### config.mk
export PLATFORM = sky130hd
export DESIGN_NAME = pixel_format_color_converter_flat
export DESIGN_NICKNAME = d
export VERILOG_FILES = /design/src/hw/rtl/pfcc_pkg.sv /design/src/hw/rtl/pfcc_req_if.sv /design/src/hw/rtl/pfcc_rsp_if.sv /design/src/hw/rtl/pfcc_front.sv /design/src/hw/rtl/pfcc_queue.sv /design/src/hw/rtl/pfcc_back.sv /design/src/hw/rtl/pixel_format_color_converter.sv /design/src/flat_wrapper.sv
export VERILOG_INCLUDE_DIRS = /design/src /design/src/hw/rtl
export SDC_FILE = /design/constraint.sdc
export NUM_CORES = 1
export LEC_CHECK = 0
export CORE_ASPECT_RATIO = 0.6
export CORE_MARGIN = 4
export CORE_UTILIZATION = 50
export DETAILED_ROUTE_END_ITERATION = 10
export DONT_BUFFER_PORTS = 1
export SLEW_MARGIN = 20
export SYNTH_ARGS = -nofsm -noshare
export SYNTH_HDL_FRONTEND = slang
export SYNTH_SLANG_ARGS = --single-unit
### constraint.sdc
create_clock -name clock -period 9.1 [get_ports clock]
set_clock_uncertainty 0.05 [all_clocks]
set_input_delay 0.455 -clock clock [delete_from_list [all_inputs] [get_ports clock]]
set_output_delay 0.455 -clock clock [all_outputs]
set_load 0.01 [all_outputs]
### src/hw/rtl/pixel_format_color_converter_defines.svh
// Assertion macros shared by the pixel format color converter RTL.
// Defining ASSERT_OFF removes every assertion body.
`ifndef PIXEL_FORMAT_COLOR_CONVERTER_DEFINES_SVH
`define PIXEL_FORMAT_COLOR_CONVERTER_DEFINES_SVH
`ifndef ASSERT_OFF
`define PFCC_ASSERT_NOW(lbl, clk, rst, pre, post, msg) \
   lbl: assert property (@(posedge clk) disable iff (rst) (pre) |-> (post)) else $error(msg);
`define PFCC_ASSERT_NEXT(lbl, clk, rst, pre, post, msg) \
   lbl: assert property (@(posedge clk) disable iff (rst) (pre) |=> (post)) else $error(msg);
`else
`define PFCC_ASSERT_NOW(lbl, clk, rst, pre, post, msg)
`define PFCC_ASSERT_NEXT(lbl, clk, rst, pre, post, msg)
`endif
`endif

### src/hw/rtl/pfcc_pkg.sv
// Shared types, codes and constants of the pixel format color converter.
// Used by the interfaces and by every module of the block; no dependencies.
`default_nettype none
package pfcc_pkg;

   localparam int PIXEL_W     = 32;
   localparam int QUEUE_DEPTH = 2;

   localparam logic [1:0] FMT_RGB1555  = 2'd0;
   localparam logic [1:0] FMT_XRGB8888 = 2'd1;
   localparam logic [1:0] FMT_RGB565   = 2'd2;

   localparam logic [2:0] REG_SOURCE_FORMAT  = 3'd0;
   localparam logic [2:0] REG_PALETTE_MODE   = 3'd1;
   localparam logic [2:0] REG_CONTRAST_MODE  = 3'd2;
   localparam logic [2:0] REG_SHADE_LIGHTEST = 3'd3;
   localparam logic [2:0] REG_SHADE_LIGHT    = 3'd4;
   localparam logic [2:0] REG_SHADE_DARK     = 3'd5;
   localparam logic [2:0] REG_SHADE_DARKEST  = 3'd6;

   localparam logic [1:0] BAND_DARKEST  = 2'd0;
   localparam logic [1:0] BAND_DARK     = 2'd1;
   localparam logic [1:0] BAND_LIGHT    = 2'd2;
   localparam logic [1:0] BAND_LIGHTEST = 2'd3;

   localparam logic [31:0] ALPHA_OPAQUE = 32'hFF00_0000;

   localparam logic [1:0]  RESET_SOURCE_FORMAT  = FMT_RGB565;
   localparam logic        RESET_PALETTE_MODE   = 1'b0;
   localparam logic        RESET_CONTRAST_MODE  = 1'b1;
   localparam logic [31:0] RESET_SHADE_LIGHTEST = 32'hFF0F_BC9B;
   localparam logic [31:0] RESET_SHADE_LIGHT    = 32'hFF0F_AC8B;
   localparam logic [31:0] RESET_SHADE_DARK     = 32'hFF30_6230;
   localparam logic [31:0] RESET_SHADE_DARKEST  = 32'hFF0F_380F;

   // 576719 / 2^19 approximates 11 / 10 exactly for magnitudes up to 128.
   localparam logic [19:0] STRETCH_RECIP = 20'd576719;
   localparam int          STRETCH_SHIFT = 19;

   typedef enum logic [1:0] {
      OP_PASS,
      OP_STRETCH,
      OP_PALETTE
   } op_type;

   typedef struct packed {
      logic [1:0]  source_format;
      logic        palette_mode;
      logic        contrast_mode;
      logic [31:0] shade_lightest;
      logic [31:0] shade_light;
      logic [31:0] shade_dark;
      logic [31:0] shade_darkest;
   } cfg_type;

   typedef struct packed {
      op_type     op;
      logic [7:0] red;
      logic [7:0] green;
      logic [7:0] blue;
      logic [1:0] band;
      logic       frame_end;
   } entry_type;

   typedef struct packed {
      logic empty;
      logic full;
   } queue_status_type;

endpackage
`default_nettype wire

### src/hw/rtl/pfcc_req_if.sv
// Input channel of the pixel format color converter: valid, ready and payload.
// Depends on pfcc_pkg for the pixel width.
`default_nettype none
interface pfcc_req_if;
   logic                         valid;
   logic                         ready;
   logic [pfcc_pkg::PIXEL_W-1:0] pixel_word;
   logic                         frame_end_in;

   modport source (output valid, output pixel_word, output frame_end_in, input ready);
   modport sink (input valid, input pixel_word, input frame_end_in, output ready);
endinterface
`default_nettype wire

### src/hw/rtl/pfcc_rsp_if.sv
// Result channel of the pixel format color converter: valid, ready and payload.
// Depends on pfcc_pkg for the pixel width.
`default_nettype none
interface pfcc_rsp_if;
   logic                         valid;
   logic                         ready;
   logic [pfcc_pkg::PIXEL_W-1:0] out_pixel;
   logic                         frame_end_out;

   modport source (output valid, output out_pixel, output frame_end_out, input ready);
   modport sink (input valid, input out_pixel, input frame_end_out, output ready);
endinterface
`default_nettype wire

### src/hw/rtl/pfcc_front.sv
// Front end: accepts input items, decodes the source format and classifies the work.
// Depends on pfcc_pkg and pfcc_req_if.
`default_nettype none
module pfcc_front (
   pfcc_req_if.sink                   req_port,
   input  var pfcc_pkg::cfg_type      cfg,
   input  var pfcc_pkg::queue_status_type q_status,
   output logic                       push,
   output pfcc_pkg::entry_type        entry
);

   function automatic logic [7:0] widen5(input logic [4:0] v);
      return {v, v[4:2]};
   endfunction

   function automatic logic [7:0] widen6(input logic [5:0] v);
      return {v, v[5:4]};
   endfunction

   logic [7:0]  red;
   logic [7:0]  green;
   logic [7:0]  blue;
   logic [10:0] lum_sum;

   always_comb begin
      unique case (cfg.source_format)
         pfcc_pkg::FMT_XRGB8888: begin
            red   = req_port.pixel_word[23:16];
            green = req_port.pixel_word[15:8];
            blue  = req_port.pixel_word[7:0];
         end
         pfcc_pkg::FMT_RGB1555: begin
            red   = widen5(req_port.pixel_word[14:10]);
            green = widen5(req_port.pixel_word[9:5]);
            blue  = widen5(req_port.pixel_word[4:0]);
         end
         default: begin
            red   = widen5(req_port.pixel_word[15:11]);
            green = widen6(req_port.pixel_word[10:5]);
            blue  = widen5(req_port.pixel_word[4:0]);
         end
      endcase
   end

   assign lum_sum = {2'b00, red, 1'b0} + {3'b000, green} + {1'b0, green, 2'b00}
                    + {3'b000, blue};

   always_comb begin
      entry.red       = red;
      entry.green     = green;
      entry.blue      = blue;
      entry.band      = lum_sum[10:9];
      entry.frame_end = req_port.frame_end_in;
      if (cfg.palette_mode) begin
         entry.op = pfcc_pkg::OP_PALETTE;
      end else if (cfg.contrast_mode) begin
         entry.op = pfcc_pkg::OP_STRETCH;
      end else begin
         entry.op = pfcc_pkg::OP_PASS;
      end
   end

   assign req_port.ready = !q_status.full;
   assign push           = req_port.valid && !q_status.full;

endmodule
`default_nettype wire

### src/hw/rtl/pfcc_queue.sv
// Short FIFO of classified items between the front end and the back end.
// Depends on pfcc_pkg for the entry and status types.
`default_nettype none
module pfcc_queue #(
   parameter int DEPTH = pfcc_pkg::QUEUE_DEPTH
) (
   input  var logic                   clock,
   input  var logic                   reset,
   input  var logic                   push,
   input  var pfcc_pkg::entry_type    entry_in,
   input  var logic                   pop,
   output pfcc_pkg::entry_type        entry_out,
   output pfcc_pkg::queue_status_type status
);

   localparam int PTR_W = (DEPTH > 1) ? $clog2(DEPTH) : 1;
   localparam int CNT_W = $clog2(DEPTH + 1);

   pfcc_pkg::entry_type mem_ff [DEPTH];
   logic [PTR_W-1:0]    wr_ptr_ff, wr_ptr_in;
   logic [PTR_W-1:0]    rd_ptr_ff, rd_ptr_in;
   logic [CNT_W-1:0]    count_ff, count_in;
   logic                do_push;
   logic                do_pop;

   assign status.empty = (count_ff == '0);
   assign status.full  = (count_ff == CNT_W'(DEPTH));
   assign do_push      = push && !status.full;
   assign do_pop       = pop && !status.empty;
   assign entry_out    = mem_ff[rd_ptr_ff];

   always_comb begin
      wr_ptr_in = wr_ptr_ff;
      rd_ptr_in = rd_ptr_ff;
      count_in  = count_ff;
      if (do_push) begin
         wr_ptr_in = (wr_ptr_ff == PTR_W'(DEPTH - 1)) ? '0 : wr_ptr_ff + 1'b1;
      end
      if (do_pop) begin
         rd_ptr_in = (rd_ptr_ff == PTR_W'(DEPTH - 1)) ? '0 : rd_ptr_ff + 1'b1;
      end
      if (do_push && !do_pop) begin
         count_in = count_ff + 1'b1;
      end else if (do_pop && !do_push) begin
         count_in = count_ff - 1'b1;
      end
   end

   always_ff @(posedge clock) begin
      if (reset) begin
         wr_ptr_ff <= '0;
         rd_ptr_ff <= '0;
         count_ff  <= '0;
      end else begin
         wr_ptr_ff <= wr_ptr_in;
         rd_ptr_ff <= rd_ptr_in;
         count_ff  <= count_in;
      end
   end

   always_ff @(posedge clock) begin
      if (do_push) begin
         mem_ff[wr_ptr_ff] <= entry_in;
      end
   end

endmodule
`default_nettype wire

### src/hw/rtl/pfcc_back.sv
// Back end: applies palette, contrast stretch or pass-through and holds the result.
// Depends on pfcc_pkg and pfcc_rsp_if.
`default_nettype none
module pfcc_back (
   input  var logic                   clock,
   input  var logic                   reset,
   input  var pfcc_pkg::cfg_type      cfg,
   input  var pfcc_pkg::entry_type    entry,
   input  var pfcc_pkg::queue_status_type q_status,
   output logic                       pop,
   pfcc_rsp_if.source                 rsp_port
);

   // The stretch works on the magnitude so that the division truncates toward zero.
   function automatic logic [7:0] stretch(input logic [7:0] c);
      logic        neg;
      logic [7:0]  mag;
      logic [27:0] prod;
      logic [8:0]  q;
      logic [8:0]  v;
      neg  = !c[7];
      mag  = c[7] ? {1'b0, c[6:0]} : (8'd128 - c);
      prod = {20'd0, mag} * {8'd0, pfcc_pkg::STRETCH_RECIP};
      q    = prod[pfcc_pkg::STRETCH_SHIFT +: 9];
      if (neg) begin
         v = (q > 9'd128) ? 9'd0 : (9'd128 - q);
      end else begin
         v = 9'd128 + q;
         if (v > 9'd255) begin
            v = 9'd255;
         end
      end
      return v[7:0];
   endfunction

   logic        valid_ff, valid_in;
   logic [31:0] pixel_ff, pixel_in;
   logic        frame_end_ff;
   logic        load;

   assign load     = !valid_ff || rsp_port.ready;
   assign pop      = load && !q_status.empty;
   assign valid_in = load ? !q_status.empty : valid_ff;

   always_comb begin
      case (entry.op)
         pfcc_pkg::OP_PALETTE: begin
            unique case (entry.band)
               pfcc_pkg::BAND_LIGHTEST: pixel_in = cfg.shade_lightest;
               pfcc_pkg::BAND_LIGHT:    pixel_in = cfg.shade_light;
               pfcc_pkg::BAND_DARK:     pixel_in = cfg.shade_dark;
               default:                 pixel_in = cfg.shade_darkest;
            endcase
         end
         pfcc_pkg::OP_STRETCH: begin
            pixel_in = pfcc_pkg::ALPHA_OPAQUE
                       | {8'd0, stretch(entry.blue), stretch(entry.green),
                          stretch(entry.red)};
         end
         default: begin
            pixel_in = pfcc_pkg::ALPHA_OPAQUE
                       | {8'd0, entry.blue, entry.green, entry.red};
         end
      endcase
   end

   always_ff @(posedge clock) begin
      if (reset) begin
         valid_ff <= 1'b0;
      end else begin
         valid_ff <= valid_in;
      end
   end

   always_ff @(posedge clock) begin
      if (pop) begin
         pixel_ff     <= pixel_in;
         frame_end_ff <= entry.frame_end;
      end
   end

   assign rsp_port.valid         = valid_ff;
   assign rsp_port.out_pixel     = pixel_ff;
   assign rsp_port.frame_end_out = frame_end_ff;

endmodule
`default_nettype wire

### src/hw/rtl/pixel_format_color_converter.sv
// Top level of the pixel format color converter: configuration registers,
// front end, item queue and back end. Depends on pfcc_pkg, the channel
// interfaces and pixel_format_color_converter_defines.svh.
//
// Source pixel words arrive on req_port and leave on rsp_port as 32-bit ABGR
// pixels, with opaque alpha outside palette mode; both channels move an item when
// valid and ready are high at a rising clock edge. Each item gives exactly one
// result, in order. An accepted item goes into the queue and from there into the
// output register; the block takes one item per cycle while the receiver is ready.
// The queue between front and back holds QUEUE_DEPTH items and the back end has
// one output register, so up to QUEUE_DEPTH + 1 items can be in flight; when the
// receiver stalls the output holds and req_port.ready falls once the queue is full.
// Configuration is written through csr_we, csr_index and csr_wdata while the
// block is idle; writes to indexes beyond six are ignored.
// Synchronous reset empties the queue and the output stage and loads the
// register defaults: RGB565 input, palette off, contrast stretch on.
`default_nettype none
`include "pixel_format_color_converter_defines.svh"
module pixel_format_color_converter #(
   parameter int QUEUE_DEPTH = pfcc_pkg::QUEUE_DEPTH
) (
   input  var logic        clock,
   input  var logic        reset,
   input  var logic        csr_we,
   input  var logic [2:0]  csr_index,
   input  var logic [31:0] csr_wdata,
   pfcc_req_if.sink        req_port,
   pfcc_rsp_if.source      rsp_port
);

   pfcc_pkg::cfg_type          cfg_ff, cfg_in;
   pfcc_pkg::entry_type        q_entry_in;
   pfcc_pkg::entry_type        q_entry_out;
   pfcc_pkg::queue_status_type q_status;
   logic                       q_push;
   logic                       q_pop;

   always_comb begin
      cfg_in = cfg_ff;
      if (csr_we) begin
         unique case (csr_index)
            pfcc_pkg::REG_SOURCE_FORMAT:  cfg_in.source_format  = csr_wdata[1:0];
            pfcc_pkg::REG_PALETTE_MODE:   cfg_in.palette_mode   = csr_wdata[0];
            pfcc_pkg::REG_CONTRAST_MODE:  cfg_in.contrast_mode  = csr_wdata[0];
            pfcc_pkg::REG_SHADE_LIGHTEST: cfg_in.shade_lightest = csr_wdata;
            pfcc_pkg::REG_SHADE_LIGHT:    cfg_in.shade_light    = csr_wdata;
            pfcc_pkg::REG_SHADE_DARK:     cfg_in.shade_dark     = csr_wdata;
            pfcc_pkg::REG_SHADE_DARKEST:  cfg_in.shade_darkest  = csr_wdata;
            default:                      cfg_in = cfg_ff;
         endcase
      end
   end

   always_ff @(posedge clock) begin
      if (reset) begin
         cfg_ff.source_format  <= pfcc_pkg::RESET_SOURCE_FORMAT;
         cfg_ff.palette_mode   <= pfcc_pkg::RESET_PALETTE_MODE;
         cfg_ff.contrast_mode  <= pfcc_pkg::RESET_CONTRAST_MODE;
         cfg_ff.shade_lightest <= pfcc_pkg::RESET_SHADE_LIGHTEST;
         cfg_ff.shade_light    <= pfcc_pkg::RESET_SHADE_LIGHT;
         cfg_ff.shade_dark     <= pfcc_pkg::RESET_SHADE_DARK;
         cfg_ff.shade_darkest  <= pfcc_pkg::RESET_SHADE_DARKEST;
      end else begin
         cfg_ff <= cfg_in;
      end
   end

   pfcc_front u_front (
      .req_port (req_port),
      .cfg      (cfg_ff),
      .q_status (q_status),
      .push     (q_push),
      .entry    (q_entry_in)
   );

   pfcc_queue #(
      .DEPTH (QUEUE_DEPTH)
   ) u_queue (
      .clock     (clock),
      .reset     (reset),
      .push      (q_push),
      .entry_in  (q_entry_in),
      .pop       (q_pop),
      .entry_out (q_entry_out),
      .status    (q_status)
   );

   pfcc_back u_back (
      .clock    (clock),
      .reset    (reset),
      .cfg      (cfg_ff),
      .entry    (q_entry_out),
      .q_status (q_status),
      .pop      (q_pop),
      .rsp_port (rsp_port)
   );

   `PFCC_ASSERT_NOW(a_queue_status, clock, reset, 1'b1, !(q_status.full && q_status.empty), "queue reports full and empty at once")
   `PFCC_ASSERT_NEXT(a_accept_fills, clock, reset, req_port.valid && req_port.ready, !q_status.empty, "accepted item missing from queue")
   `PFCC_ASSERT_NEXT(a_pop_shows, clock, reset, q_pop, rsp_port.valid, "popped item not presented")
   `PFCC_ASSERT_NOW(a_hold_no_pop, clock, reset, rsp_port.valid && !rsp_port.ready, !q_pop, "queue popped while result stalled")

endmodule
`default_nettype wire

### src/flat_wrapper.sv
// flat-port wrapper written by rule: the top's interface ports become plain ports
module pixel_format_color_converter_flat 
#(
   parameter int QUEUE_DEPTH = pfcc_pkg::QUEUE_DEPTH
)
  (clock, reset, csr_we, csr_index, csr_wdata, req_port_valid, req_port_pixel_word, req_port_frame_end_in, req_port_ready, rsp_port_valid, rsp_port_out_pixel, rsp_port_frame_end_out, rsp_port_ready);
  pfcc_req_if req_port_i ();
  pfcc_rsp_if rsp_port_i ();
  input  var logic clock;
  input  var logic reset;
  input  var logic csr_we;
  input  var logic [2:0] csr_index;
  input  var logic [31:0] csr_wdata;
  input wire logic [$bits(req_port_i.valid)-1:0] req_port_valid;
  input wire logic [$bits(req_port_i.pixel_word)-1:0] req_port_pixel_word;
  input wire logic [$bits(req_port_i.frame_end_in)-1:0] req_port_frame_end_in;
  output wire logic [$bits(req_port_i.ready)-1:0] req_port_ready;
  output wire logic [$bits(rsp_port_i.valid)-1:0] rsp_port_valid;
  output wire logic [$bits(rsp_port_i.out_pixel)-1:0] rsp_port_out_pixel;
  output wire logic [$bits(rsp_port_i.frame_end_out)-1:0] rsp_port_frame_end_out;
  input wire logic [$bits(rsp_port_i.ready)-1:0] rsp_port_ready;
  assign req_port_i.valid = req_port_valid;
  assign req_port_i.pixel_word = req_port_pixel_word;
  assign req_port_i.frame_end_in = req_port_frame_end_in;
  assign req_port_ready = req_port_i.ready;
  assign rsp_port_valid = rsp_port_i.valid;
  assign rsp_port_out_pixel = rsp_port_i.out_pixel;
  assign rsp_port_frame_end_out = rsp_port_i.frame_end_out;
  assign rsp_port_i.ready = rsp_port_ready;
  pixel_format_color_converter #(.QUEUE_DEPTH(QUEUE_DEPTH)) u_core (.clock(clock), .reset(reset), .csr_we(csr_we), .csr_index(csr_index), .csr_wdata(csr_wdata), .req_port(req_port_i), .rsp_port(rsp_port_i));
endmodule
==> results.sh <==
export IMPL_ys_types=82
export IMPL_die_x_um=254
export IMPL_timing_max_transition_violations_final=0
export IMPL_syn_nets=2338
export IMPL_period_needed_ps=8420
export IMPL_ios=108
export IMPL_slowest_delay_ps=950
export IMPL_max_slew_margin_pct=34.2
export IMPL_clock_path_buffers=3
export IMPL_drive_gt1_share_pct=7.02
export IMPL_async_flop_share_pct=0
export IMPL_dp_hpwl_mm=37.2
export IMPL_wirelength_mm=49.3
export IMPL_drc=0
export IMPL_routabilityCongestion=0.914
export IMPL_drt_iter0_drc=1472
export IMPL_initial_core_util_pct=51.3
export IMPL_startpoint_type="flop"
export IMPL_reg2reg_setup_slack_ps=680
export IMPL_synth_edf_count=91
export IMPL_cts_root_buffer="clkbuf_16"
export IMPL_cp_top_family="adder cells"
export IMPL_final_common_cell="nand2_1"
export IMPL_grt_setup_unrepaired="false"
export IMPL_min_path_cells=2
export IMPL_hold_path_class="in2reg"
export IMPL_status="finished, final reports clean"
export IMPL_multiInputGateArea_sq_um=11600
export IMPL_antenna_found_initial=5
export IMPL_io_buffers=0
export IMPL_die_area_sq_um=39500
export IMPL_first_global_vias=13900
export IMPL_post_cts_buffers=0
export IMPL_yosysTopAreaCell="dfxtp_1"
export IMPL_crit_buf_inv=3
export IMPL_clock_latency_ps=540
export IMPL_critPathSlowestCell="dfxtp_2"
export IMPL_synthesis_area_sq_um=18200
export IMPL_finalCritPeriodShare_pct=92.5
export IMPL_max_freq_mhz=119
export IMPL_setup_viol=0
export IMPL_worstMarginPinSlew_ps=962
export IMPL_end_kind="flop"
export IMPL_firstDrtPassIters=6
export IMPL_vias=14500
export IMPL_cp_arrival_ps=8710
export IMPL_gr_total_overflow=0
export IMPL_n_fill_cell=3191
export IMPL_synth_seq_cells=229
export IMPL_die_h_um=156
export IMPL_ys_seq_area_share_pct=30.3
export IMPL_yosys_top_cells_area="dfxtp_1 15%, edfxtp_1 15%, ha_1 13%"
export IMPL_clock_sinks=229
export IMPL_hold_end="u_core.cfg_ff[49]"
export IMPL_groute_usage_overall_pct=24.8
export IMPL_synthToLayoutAreaGrowth_pct=8.67
export IMPL_most_common_layout_cells="374 x nand2_1, 203 x inv_1, 194 x ha_1"
export IMPL_critPathMaxFanout=32
export IMPL_worstSetupPathType="reg2reg"
export IMPL_syn_area_per_cell_sq_um=9.17
export IMPL_rows=53
export IMPL_grt_max_degree=139
export IMPL_core_sq_um=35400
export IMPL_clk_pin_slew_ps=60
export IMPL_critical_path_required_ps=9400
export IMPL_fin_nets=2335
export IMPL_viasPerCell=5.87
export IMPL_synth_cells=1982
export IMPL_synth_top_area_share_pct=15.2
export IMPL_cpMostUsedCell="fa_1"
export IMPL_cts_tree="yes"
export IMPL_synthFlopType="dfxtp_1"
export IMPL_grt_pass1_wl_mm=78.2
export IMPL_final_antenna_net_count=0
export IMPL_regArea_sq_um=5500
export IMPL_timing_rr_end="u_core.u_back.rsp_port.out_pixel[7]"
export IMPL_hold_viol=0
export IMPL_htreeDepth=1
export IMPL_max_cap_violations=0
export IMPL_cts_buffers=22
export IMPL_fin_setup_tns_ps=0
export IMPL_yosys_warnings=0
export IMPL_routedWlPerCell_um=20.0
export IMPL_reg2reg_depth=25
export IMPL_hold_start="csr_wdata[17]"
==> cell type report <==
cell class	instances	area share, %
multi-input cells	1467	58.9
diodes	4	0.0507
repair buffers	54	2.59
clock buffers	35	3.41
clock inverters	5	0.399
inverters	205	3.90
flip-flops and latches	229	27.8
well taps	467	2.96
==> per-layer routing <==
metal	GRT usage [%]	share of wire, %
met1	38.9	50
met3	5.98	8.7
met5	0	0.014
met4	4.10	1.5
met2	35.2	40
==> repair_timing <==
item                                   in CTS  in global routing
hold buffers                               35                  0
gates resized for setup                     0                  0
endpoints found under the hold margin     140                  0
==> how the worst max path moves through the flow <==
stage                                     endpoint  slack, ps  cells past startpoint
3_5_place_dp   u_core.u_back.rsp_port.out_pixel[7]        840                     25
3_3_place_gp   u_core.u_back.rsp_port.out_pixel[7]        910                     25
6_report       u_core.u_back.rsp_port.out_pixel[7]        680                     25
5_1_grt        u_core.u_back.rsp_port.out_pixel[7]        290                     24
4_1_cts        u_core.u_back.rsp_port.out_pixel[7]        770                     25
2_1_floorplan  u_core.u_back.rsp_port.out_pixel[7]       1040                     31
==> synthesized netlist by cell type, types with 9 or more instances <==
library cell and number:
mux2_2 9, nor2_1 66, or2_2 16, xnor2_1 39, or3_1 12, nor2b_1 12
nand4_1 12, mux4_2 32, o221ai_1 12, nor3_1 23, clkbuf_1 71, a21o_1 9
a21oi_1 160, o21ai_0 51, nand3b_1 78, xor2_1 18, nor4_1 13, ha_1 194
fa_1 89, nand2b_1 15, nand3_1 26, mux2i_1 36, dfxtp_1 138, and3_1 9
o22ai_1 10, inv_1 204, edfxtp_1 91, nand2_1 374, and2_1 9, o21a_1 18
a22oi_1 10
==> registers in the layout, summed over array words and instances, names as in the netlist, named ones only <==
| signal | flops |
|---|---|
| u_core.u_queue.wr_ptr_ff | 1 |
| u_core.u_back.rsp_port.frame_end_out | 1 |
| u_core.u_queue.count_ff | 2 |
| u_core.u_queue.rd_ptr_ff | 1 |
| u_core.u_queue.mem_ff | 58 |
| u_core.u_back.rsp_port.valid | 1 |
| u_core.u_back.rsp_port.out_pixel | 32 |
| u_core.cfg_ff | 132 |
==> through the flow <==
stage / area, sq um / hold WS (ps) / utilization [%] / std cells / setup slack, ps
2_1_floorplan: 18200 / 383 / - / 1982 / 1040
3_3_place_gp: 18600 / 384 / 52.6 / 2387 / 909
3_5_place_dp: 18600 / 391 / 52.6 / 2387 / 839
4_1_cts: 19700 / 0.783 / 55.7 / 2462 / 771
5_1_grt: 19700 / 2.70 / 55.7 / 2466 / 291
6_report: 19700 / 18.7 / 55.7 / 2466 / 684
==> cell families (layout without fill, tap and decap cells) <==
group | after synthesis | after routing | synth area share (%)
buffers and inverters | 286 | 299 | 6.00
AOI/OAI and AO/OA | 359 | 359 | 12.7
and+or+nand+nor | 691 | 691 | 18.6
DFF | 229 | 229 | 30.3
xor gates and xnor gates | 57 | 57 | 2.75
other | 0 | 4 | 0
adders and majority gates | 283 | 283 | 23.2
muxes | 77 | 77 | 6.51
Power is left out: the tool's default activity adds up to more than one toggle a clock period on the data nets, which glitch-free logic cannot reach.
